===== src/rtl/cedt_pkg.sv =====
// shared types and constants for the contact event dedup table
// no dependencies; imported by every module of the block
package cedt_pkg;

    localparam int TABLE_DEPTH_DEF = 32;
    localparam int ID_BITS_DEF     = 16;
    localparam int ID_W            = 16;

    typedef logic [ID_W-1:0] id_t;
    typedef logic [1:0]      ctype_t;

    localparam ctype_t CT_RIGID    = 2'd0;
    localparam ctype_t CT_PUSH     = 2'd1;
    localparam ctype_t CT_TRESPASS = 2'd2;

    localparam logic CMD_RECORD = 1'b0;
    localparam logic CMD_SWEEP  = 1'b1;

    typedef enum logic [1:0] {
        KIND_EVENT  = 2'd0,
        KIND_DONE   = 2'd1,
        KIND_REJECT = 2'd2,
        KIND_DROP   = 2'd3
    } kind_t;

    typedef struct packed {
        logic   command;
        id_t    entity_one;
        id_t    entity_two;
        ctype_t contact_type;
    } cmd_word_t;

    typedef struct packed {
        kind_t  kind;
        id_t    first_entity;
        id_t    second_entity;
        ctype_t event_type;
        logic   last;
    } res_word_t;

    typedef enum logic [2:0] {
        S_IDLE,
        S_CHECK,
        S_SWEEP,
        S_RECORD,
        S_INSERT,
        S_DONE
    } state_t;

    // controller to datapath
    typedef struct packed {
        logic  load;
        logic  walk_start;
        logic  walk_adv;
        logic  scan;
        logic  hit_wr;
        logic  swp_wr;
        logic  ins_wr;
        logic  push;
        kind_t push_kind;
    } ctrl_cmd_t;

    // datapath to controller
    typedef struct packed {
        logic cmd_sweep;
        logic bad_pair;
        logic slot_used;
        logic hit;
        logic emit;
        logic chk_last;
        logic free_found;
        logic out_free;
    } dp_stat_t;

endpackage


===== src/rtl/contact_event_dedup_table_top.sv =====
// contact event dedup table: a record walks the slot memory at one slot per cycle,
// ending early on a hit and skipping the walk for a rejected pair; a sweep walks
// every slot, and any result word waits while the output
// register is full and not taken. one word is handled at a time.
// reset clears the valid bits at once; no clearing pass, ready right after reset.
module contact_event_dedup_table_top
    import cedt_pkg::*;
#(
    parameter int TABLE_DEPTH = TABLE_DEPTH_DEF,
    parameter int ID_BITS     = ID_BITS_DEF
)
(
    input  logic      clk,
    input  logic      rst_n,
    input  logic      cmd_valid,
    output logic      cmd_ready,
    input  cmd_word_t cmd_word,
    output logic      res_valid,
    input  logic      res_ready,
    output res_word_t res_word
);

    ctrl_cmd_t ctrl;
    dp_stat_t  stat;

    cedt_ctrl u_ctrl (
        .clk       (clk),
        .rst_n     (rst_n),
        .cmd_valid (cmd_valid),
        .cmd_ready (cmd_ready),
        .stat      (stat),
        .ctrl      (ctrl)
    );

    cedt_dpath #(
        .TABLE_DEPTH (TABLE_DEPTH),
        .ID_BITS     (ID_BITS)
    ) u_dpath (
        .clk       (clk),
        .rst_n     (rst_n),
        .cmd_word  (cmd_word),
        .ctrl      (ctrl),
        .stat      (stat),
        .res_valid (res_valid),
        .res_ready (res_ready),
        .res_word  (res_word)
    );

endmodule


===== src/rtl/cedt_ctrl.sv =====
// sequencing state machine for the contact event dedup table
// depends on cedt_pkg; drives cedt_dpath through ctrl_cmd_t
module cedt_ctrl
    import cedt_pkg::*;
(
    input  logic      clk,
    input  logic      rst_n,
    input  logic      cmd_valid,
    output logic      cmd_ready,
    input  dp_stat_t  stat,
    output ctrl_cmd_t ctrl
);

    state_t state_reg;
    state_t state_next;

    always_ff @(posedge clk or negedge rst_n)
    begin
        if (!rst_n)
        begin
            state_reg <= S_IDLE;
        end
        else
        begin
            state_reg <= state_next;
        end
    end

    always_comb
    begin
        state_next     = state_reg;
        cmd_ready      = 1'b0;
        ctrl           = '0;
        ctrl.push_kind = KIND_EVENT;
        case (state_reg)
            S_IDLE:
            begin
                cmd_ready = 1'b1;
                if (cmd_valid)
                begin
                    ctrl.load  = 1'b1;
                    state_next = S_CHECK;
                end
            end
            S_CHECK:
            begin
                if (stat.cmd_sweep)
                begin
                    ctrl.walk_start = 1'b1;
                    state_next      = S_SWEEP;
                end
                else if (stat.bad_pair)
                begin
                    if (stat.out_free)
                    begin
                        ctrl.push      = 1'b1;
                        ctrl.push_kind = KIND_REJECT;
                        state_next     = S_IDLE;
                    end
                end
                else
                begin
                    ctrl.walk_start = 1'b1;
                    state_next      = S_RECORD;
                end
            end
            S_SWEEP:
            begin
                // hold the walk while an event word cannot be placed
                if (!(stat.emit && !stat.out_free))
                begin
                    ctrl.swp_wr    = stat.slot_used;
                    ctrl.push      = stat.emit;
                    ctrl.push_kind = KIND_EVENT;
                    if (stat.chk_last)
                    begin
                        state_next = S_DONE;
                    end
                    else
                    begin
                        ctrl.walk_adv = 1'b1;
                    end
                end
            end
            S_RECORD:
            begin
                if (stat.hit)
                begin
                    ctrl.hit_wr = 1'b1;
                    state_next  = S_IDLE;
                end
                else
                begin
                    ctrl.scan = 1'b1;
                    if (stat.chk_last)
                    begin
                        state_next = S_INSERT;
                    end
                    else
                    begin
                        ctrl.walk_adv = 1'b1;
                    end
                end
            end
            S_INSERT:
            begin
                if (stat.free_found)
                begin
                    ctrl.ins_wr = 1'b1;
                    state_next  = S_IDLE;
                end
                else if (stat.out_free)
                begin
                    ctrl.push      = 1'b1;
                    ctrl.push_kind = KIND_DROP;
                    state_next     = S_IDLE;
                end
            end
            S_DONE:
            begin
                if (stat.out_free)
                begin
                    ctrl.push      = 1'b1;
                    ctrl.push_kind = KIND_DONE;
                    state_next     = S_IDLE;
                end
            end
            default:
            begin
                state_next = S_IDLE;
            end
        endcase
    end

endmodule


===== src/rtl/cedt_dpath.sv =====
// datapath of the contact event dedup table: command registers, slot memory,
// walk pipeline, free slot tracking and result register; depends on cedt_pkg
module cedt_dpath
    import cedt_pkg::*;
#(
    parameter int TABLE_DEPTH = TABLE_DEPTH_DEF,
    parameter int ID_BITS     = ID_BITS_DEF
)
(
    input  logic      clk,
    input  logic      rst_n,
    input  cmd_word_t cmd_word,
    input  ctrl_cmd_t ctrl,
    output dp_stat_t  stat,
    output logic      res_valid,
    input  logic      res_ready,
    output res_word_t res_word
);

    localparam int IDX_W    = $clog2(TABLE_DEPTH);
    localparam int KEY_BITS = (ID_BITS < ID_W) ? ID_BITS : ID_W;
    localparam logic [IDX_W-1:0] LAST_IDX = IDX_W'(TABLE_DEPTH - 1);

    typedef logic [KEY_BITS-1:0] key_t;

    typedef struct packed {
        key_t       first;
        key_t       second;
        ctype_t     ctype;
        logic       sent;
        logic [1:0] age;
    } entry_t;

    // command registers
    logic   sweep_reg;
    key_t   hi_reg;
    key_t   lo_reg;
    ctype_t type_reg;

    // walk pipeline
    logic [IDX_W-1:0] rd_idx_reg;
    logic [IDX_W-1:0] chk_idx_reg;
    entry_t           rd_data_reg;
    logic             free_found_reg;
    logic [IDX_W-1:0] free_idx_reg;
    logic [TABLE_DEPTH-1:0] valid_reg;

    entry_t mem [TABLE_DEPTH];

    logic      res_valid_reg;
    res_word_t res_word_reg;

    key_t             in_a;
    key_t             in_b;
    logic [IDX_W-1:0] rd_addr;
    logic             rd_en;
    logic             wr_en;
    logic [IDX_W-1:0] wr_addr;
    entry_t           wr_data;
    logic             out_free;
    logic             slot_used;
    res_word_t        push_word;

    assign in_a = cmd_word.entity_one[KEY_BITS-1:0];
    assign in_b = cmd_word.entity_two[KEY_BITS-1:0];

    always_ff @(posedge clk)
    begin
        if (ctrl.load)
        begin
            sweep_reg <= (cmd_word.command == CMD_SWEEP);
            hi_reg    <= (in_a > in_b) ? in_a : in_b;
            lo_reg    <= (in_a > in_b) ? in_b : in_a;
            type_reg  <= cmd_word.contact_type;
        end
    end

    // the walk start reads slot 0 directly into the check stage
    assign rd_addr = ctrl.walk_start ? '0 : rd_idx_reg;
    assign rd_en   = ctrl.walk_start || ctrl.walk_adv;

    always_ff @(posedge clk)
    begin
        if (rd_en)
        begin
            chk_idx_reg <= rd_addr;
            rd_idx_reg  <= (rd_addr == LAST_IDX) ? rd_addr : rd_addr + 1'b1;
        end
    end

    assign slot_used = valid_reg[chk_idx_reg];

    // write-back for the three update kinds
    always_comb
    begin
        wr_en   = ctrl.hit_wr || ctrl.swp_wr || ctrl.ins_wr;
        wr_addr = chk_idx_reg;
        wr_data = rd_data_reg;
        if (ctrl.ins_wr)
        begin
            wr_addr        = free_idx_reg;
            wr_data.first  = hi_reg;
            wr_data.second = lo_reg;
            wr_data.ctype  = type_reg;
            wr_data.sent   = 1'b0;
            wr_data.age    = 2'd0;
        end
        else if (ctrl.hit_wr)
        begin
            wr_data.sent = (rd_data_reg.age > 2'd1) ? 1'b0 : rd_data_reg.sent;
            wr_data.age  = 2'd0;
        end
        else
        begin
            wr_data.sent = 1'b1;
            wr_data.age  = (rd_data_reg.age == 2'd0) ? 2'd1 : rd_data_reg.age;
        end
    end

    always_ff @(posedge clk)
    begin
        if (wr_en)
        begin
            mem[wr_addr] <= wr_data;
        end
        if (rd_en)
        begin
            rd_data_reg <= mem[rd_addr];
        end
    end

    always_ff @(posedge clk or negedge rst_n)
    begin
        if (!rst_n)
        begin
            valid_reg      <= '0;
            free_found_reg <= 1'b0;
            free_idx_reg   <= '0;
        end
        else
        begin
            if (ctrl.ins_wr)
            begin
                valid_reg[free_idx_reg] <= 1'b1;
            end
            else if (ctrl.swp_wr && rd_data_reg.age != 2'd0)
            begin
                valid_reg[chk_idx_reg] <= 1'b0;
            end
            if (ctrl.walk_start)
            begin
                free_found_reg <= 1'b0;
            end
            else if (ctrl.scan && !slot_used && !free_found_reg)
            begin
                free_found_reg <= 1'b1;
                free_idx_reg   <= chk_idx_reg;
            end
        end
    end

    // result register
    assign out_free = !res_valid_reg || res_ready;

    always_comb
    begin
        push_word.kind          = ctrl.push_kind;
        push_word.first_entity  = id_t'(hi_reg);
        push_word.second_entity = id_t'(lo_reg);
        push_word.event_type    = type_reg;
        push_word.last          = 1'b1;
        case (ctrl.push_kind)
            KIND_EVENT:
            begin
                push_word.first_entity  = id_t'(rd_data_reg.first);
                push_word.second_entity = id_t'(rd_data_reg.second);
                push_word.event_type    = rd_data_reg.ctype;
                push_word.last          = 1'b0;
            end
            KIND_DONE:
            begin
                push_word.first_entity  = '0;
                push_word.second_entity = '0;
                push_word.event_type    = CT_RIGID;
            end
            default:
            begin
                push_word.last = 1'b1;
            end
        endcase
    end

    always_ff @(posedge clk or negedge rst_n)
    begin
        if (!rst_n)
        begin
            res_valid_reg <= 1'b0;
        end
        else if (ctrl.push)
        begin
            res_valid_reg <= 1'b1;
        end
        else if (res_ready)
        begin
            res_valid_reg <= 1'b0;
        end
    end

    always_ff @(posedge clk)
    begin
        if (ctrl.push)
        begin
            res_word_reg <= push_word;
        end
    end

    assign res_valid = res_valid_reg;
    assign res_word  = res_word_reg;

    always_comb
    begin
        stat.cmd_sweep  = sweep_reg;
        // equal ids, unused type code, or push/trespass with a null entity
        stat.bad_pair   = (hi_reg == lo_reg) || (type_reg > CT_TRESPASS)
                          || ((type_reg == CT_PUSH || type_reg == CT_TRESPASS)
                              && lo_reg == '0);
        stat.slot_used  = slot_used;
        stat.hit        = slot_used && rd_data_reg.first == hi_reg
                          && rd_data_reg.second == lo_reg;
        stat.emit       = slot_used && !rd_data_reg.sent;
        stat.chk_last   = (chk_idx_reg == LAST_IDX);
        stat.free_found = free_found_reg;
        stat.out_free   = out_free;
    end

endmodule

===== config.mk =====
export PLATFORM = sky130hd
export DESIGN_NAME = contact_event_dedup_table_top
export DESIGN_NICKNAME = d
export VERILOG_FILES = /design/src/rtl/cedt_pkg.sv /design/src/rtl/contact_event_dedup_table_top.sv /design/src/rtl/cedt_ctrl.sv /design/src/rtl/cedt_dpath.sv
export SDC_FILE = /design/constraint.sdc
export NUM_CORES = 2
export LEC_CHECK = 0
export BUFFER_PORTS_ARGS = -buffer_cell sky130_fd_sc_hd__buf_2
export CAP_MARGIN = 20
export CORE_MARGIN = 2
export CORE_UTILIZATION = 40
export CTS_CLUSTER_SIZE = 25
export DETAILED_ROUTE_END_ITERATION = 10
export HOLD_SLACK_MARGIN = 0.05
export PLACE_DENSITY = 0.65
export SLEW_MARGIN = 5
export SYNTH_ARGS = -nofsm -noshare
export SYNTH_HDL_FRONTEND = slang
export SYNTH_HIERARCHICAL = 1
export SYNTH_SLANG_ARGS = --single-unit

===== constraint.sdc =====
create_clock -name clk -period 7.9 [get_ports clk]
set_input_delay 1.185 -clock clk [delete_from_list [all_inputs] [get_ports clk]]
set_output_delay 1.185 -clock clk [all_outputs]
set_load 0.01 [all_outputs]

==> results.md <==
Synth:
- The number of nets produced by synthesis is 3628.
- A synthesized cell averages 15.3 um2.
- Among all flip-flop cells after synthesis, the most frequent one is sky130_fd_sc_hd__edfxtp_1.
- The netlist uses 61 different library cells.
- The count of warnings emitted by yosys is 6.
- In this run, synthesis inferred 1303 flip-flops with an integrated enable.
- In this run the cell area of the synthesized design comes to 54600 um2.
- The synthesis-stage register bit count is 1345.
- The share of async-settable or async-resettable flops after synthesis is 3.12%.
- After synthesis, flip-flops and latches occupy 73.5% of the total area.
- The cell count after synthesis is 3571.

Floorplan:
- The floorplan step defined a die boundary enclosing 140000 um2.
- Measured along the x axis, the die boundary spans 374 um.
- The I/O pin total is 78.
- The area inside the core boundary is 135000 um2.
- The starting density of the core is 40.3%.
- The y dimension of the die is 374 um.
- The number of standard-cell rows in the floorplan is 135.

Timing:
- Counting I/O delays and the setup requirement, the final critical path takes 6080 ps.
- The final worst-path cycle share is 77.0%.
- The setup slack after layout is 1820 ps.
- The number of hold violations in the final report is 0.
- Timing would allow up to 164 MHz.
- The setup skew after layout is 30.3 ps.
- The remaining max-slew budget at the tightest pin is 24.1%.
- The transition time at the pin with the least slew margin is 1140 ps.
- The total of endpoints with negative setup slack in the final report is 0.
- The number of pins with negative max-slew slack in the final report was 0.
- Setup repair after global routing left no endpoint under its margin.
- The final total negative setup slack is 0 ps.

Critical path:
- The signal on the critical path passes through mux4_2, and4_4, a21oi_4, nand4_4, nor2b_1, a2111oi_0, o21ai_0, o21ai_0, nand2_1, nor2_4, buf_4.
- The worst stage delay on the critical path is 1030 ps.
- The critical path is of the reg -> reg type.
- Data on the critical path is required at its endpoint by 8270 ps.
- The worst setup path is launched from a register.
- The most numerous cell on the critical path is sky130_fd_sc_hd__o21ai_0.
- The largest individual stage delay along the critical path comes from the cell sky130_fd_sc_hd__edfxtp_1.
- Data arrives at the worst endpoint at 6460 ps.
- Counting both buffers and inverters, the worst setup path holds a total of 1.
- The critical path's top delay family is simple AND/OR/NAND/NOR gates.
- The type of destination of the critical path is a register.
- The top fanout value on the critical path is 22.

Route:
- After detailed routing, the number of remaining DRC violations is 0.
- Dividing the detail-routed wire length by the instance count gives 25.9 um.
- The number of vias per cell is 5.88.
- The wire length reported by the detailed router is 143 mm.
- The detailed router placed 32.4k vias in this run.
- The count of nets left with antenna violations once routing finished came out at 0.
- In this run, the number of DRC markers left after iteration 0 of detailed routing was 4105.
- The number of optimization iterations in the first detailed-route pass is 5.

Global routing:
- The global route total overflow is 0.
- The first global-routing pass estimated 209 mm of wire.
- The number of global-route vias before repair was 30.7k.
- The global router's overall resource usage is 20.0%.
- The initial antenna violation count came to 3.
- The maximum number of pins on one net before global-route repair is 153.

Finish:
- The post-layout net count is 3673.
- The fill cell instance count of the final layout is 11.7k.
- The post-route netlist has 12.7% of its cells at a drive strength greater than 1.
- Summing all multi-input logic gate instances after layout gives 13700 um2.
- The area added between synthesis and finish is 12.8%.
- The number of flip-flops in the largest register is 1184.
- Summing all flip-flop and latch instances after layout gives 40200 um2.
- The end-of-flow core utilization is 45.5%.
- The repair_antennas step left the layout with diodes totalling 0.

Power:
- IR analysis of the VDD net gives a maximum drop of 0.316 mV.
- The clock power share is 25.4%.
- Summed over all cells, the static leakage comes to 20.1 nW.
- The internal power consumption is 15.3 mW.
- Dividing total power by cell area gives a power density of 398 nW/um2.
- The combinational power share is 35.4%.
- In this run the power spent charging and discharging nets is 9.25 mW.
- The switching share of total power is 37.7%.
- The power share of the sequential group is 39.2%.

Clocking:
- The tree is rooted in a sky130_fd_sc_hd__clkbuf_16.
- The CTS tree is built.
- The number of buffers inserted by hold repair at cts is 0.
- The total of cells resized after clock tree synthesis is 0.
- The maximum buffer depth of the clock tree is 3.
- The number of sinks driven by the clock tree is 1345.
- The worst-skew pair later-pin latency is 750 ps.
- The deepest level of the CTS H-tree is 4.
- Post-CTS timing repair inserted 0 buffers for setup.
- The number of buffers created by CTS is 134.
- The clock transition at the registers of the reported paths is 70 ps.

Place:
- OpenSTA, run right after detailed placement, puts the worst setup slack at 1910 ps.
- The count of input and output buffers is 77.
- The HPWL after detailed placement is 84.9 mm.
- The weighted congestion at the end of routability-driven global placement is 0.882.

Worst hold path:
- The type of the most critical hold path is reg -> reg.

Outcome:
- The flow ran to the end, and the final reports show no timing, DRC or antenna violations.

Job:
- Across the run, the number of max-cap violations was 0.
==> per-stage QoR <==
step | cell area [um2] | total power [mW] | hold slack (ps) | std cells
2_1_floorplan | 54600 | 14.9 | 465 | 3571
3_3_place_gp | 57300 | 18.2 | 491 | 5257
3_5_place_dp | 57300 | 18.3 | 494 | 5261
4_1_cts | 61600 | 24.5 | 509 | 5503
5_1_grt | 61600 | 25.4 | 528 | 5503
6_report | 61600 | 24.5 | 508 | 5503
==> area by class of cell <==
class | count | area share [%]
clock buffers | 159 | 5.80
clock inverters | 83 | 1.15
inverters | 26 | 0.175
multi-input cells | 1961 | 22.3
flip-flops and latches | 1345 | 65.2
well taps | 1781 | 3.62
repair buffers | 148 | 1.77
==> worst min-delay path, delay by kind of cell, from the launching register on <==
family | cells | cell delay, ps
flops | 1 | 340
compound gates | 2 | 140
==> cells in the mapped netlist (all sizes together), types with 18 or more instances <==
cell type  instances  area [um2]
a21oi            301        1520
a22o              21         184
buf               73         355
clkbuf           166         623
dfrtp             42        1050
edfxtp          1303       39100
ha                18         225
inv               26        97.6
mux2              71         815
mux2i            308        3080
nand2             60         225
nand2b           181        1130
nand4             20         140
nor2             192         721
nor3             153         766
o21ai            123         616
o221ai           181        1590
o22ai            181        1130
xnor2             50         438
==> power by group through the flow <==
stage / registers [mW] / logic (mW) / clock network, mW
after floorplan: 9.61 / 5.28 / 0
after global placement: 9.73 / 8.45 / 0
after detailed placement: 9.75 / 8.59 / 0
after CTS: 9.60 / 8.61 / 6.32
after global routing: 9.64 / 9.22 / 6.59
final: 9.60 / 8.68 / 6.24
==> path summary, 6_finish.rpt <==
kind / end / start / slack (ps) / cells after the start
max in group asynchronous: u_dpath/valid_reg[4] / rst_n / 6750 / 1
worst max-delay path: u_dpath/mem[25][21] / u_dpath/chk_idx_reg[0] / 1820 / 11
worst min-delay path: u_dpath/valid_reg[30] / u_dpath/valid_reg[30] / 510 / 2
min in group asynchronous: u_dpath/valid_reg[29] / rst_n / 590 / 1
worst min register to register: u_dpath/valid_reg[30] / u_dpath/valid_reg[30] / 510 / 2
worst max register to register: u_dpath/mem[25][21] / u_dpath/chk_idx_reg[0] / 1820 / 11
==> layout by cell type, fill, tap and decap left out, drive strengths merged, types with 4 or more instances in the layout <==
cell type / n
a2111oi: 5
a211oi: 5
a21oi: 301
a22o: 21
buf: 148
bufinv: 10
clkbuf: 159
clkinv: 65
clkinvlp: 5
dfrtp: 42
edfxtp: 1303
ha: 18
inv: 29
mux2: 71
mux2i: 308
mux4: 4
nand2: 60
nand2b: 181
nand3: 12
nand3b: 5
nand4: 20
nor2: 192
nor2b: 12
nor3: 153
nor3b: 4
nor4: 8
o21a: 4
o21ai: 123
o221ai: 181
o22ai: 181
o32ai: 7
xnor2: 50
==> cells by family after synthesis <==
kind of cell             after synthesis  synth area share (%)
AND/OR/NAND/NOR                      665                  6.17
adder cells (fa/ha/maj)               18                 0.412
buffers and inverters                265                  1.97
XOR/XNOR                              50                 0.801
flip-flops                          1345                  73.5
AO/OA/AOI/OAI                        845                  9.82
multiplexers                         383                  7.30
==> per-layer routing <==
layer  routed length [um]  global-route usage, %  vias to the layer above
li1                     -                      -                    14200
met1                61800                   29.3                    16400
met2                65200                   30.9                     1517
met3                13000                   3.70                      200
met4                 2700                   4.65                        2
met5                   13                      0                        -
Power figures use the tool's default switching activity.
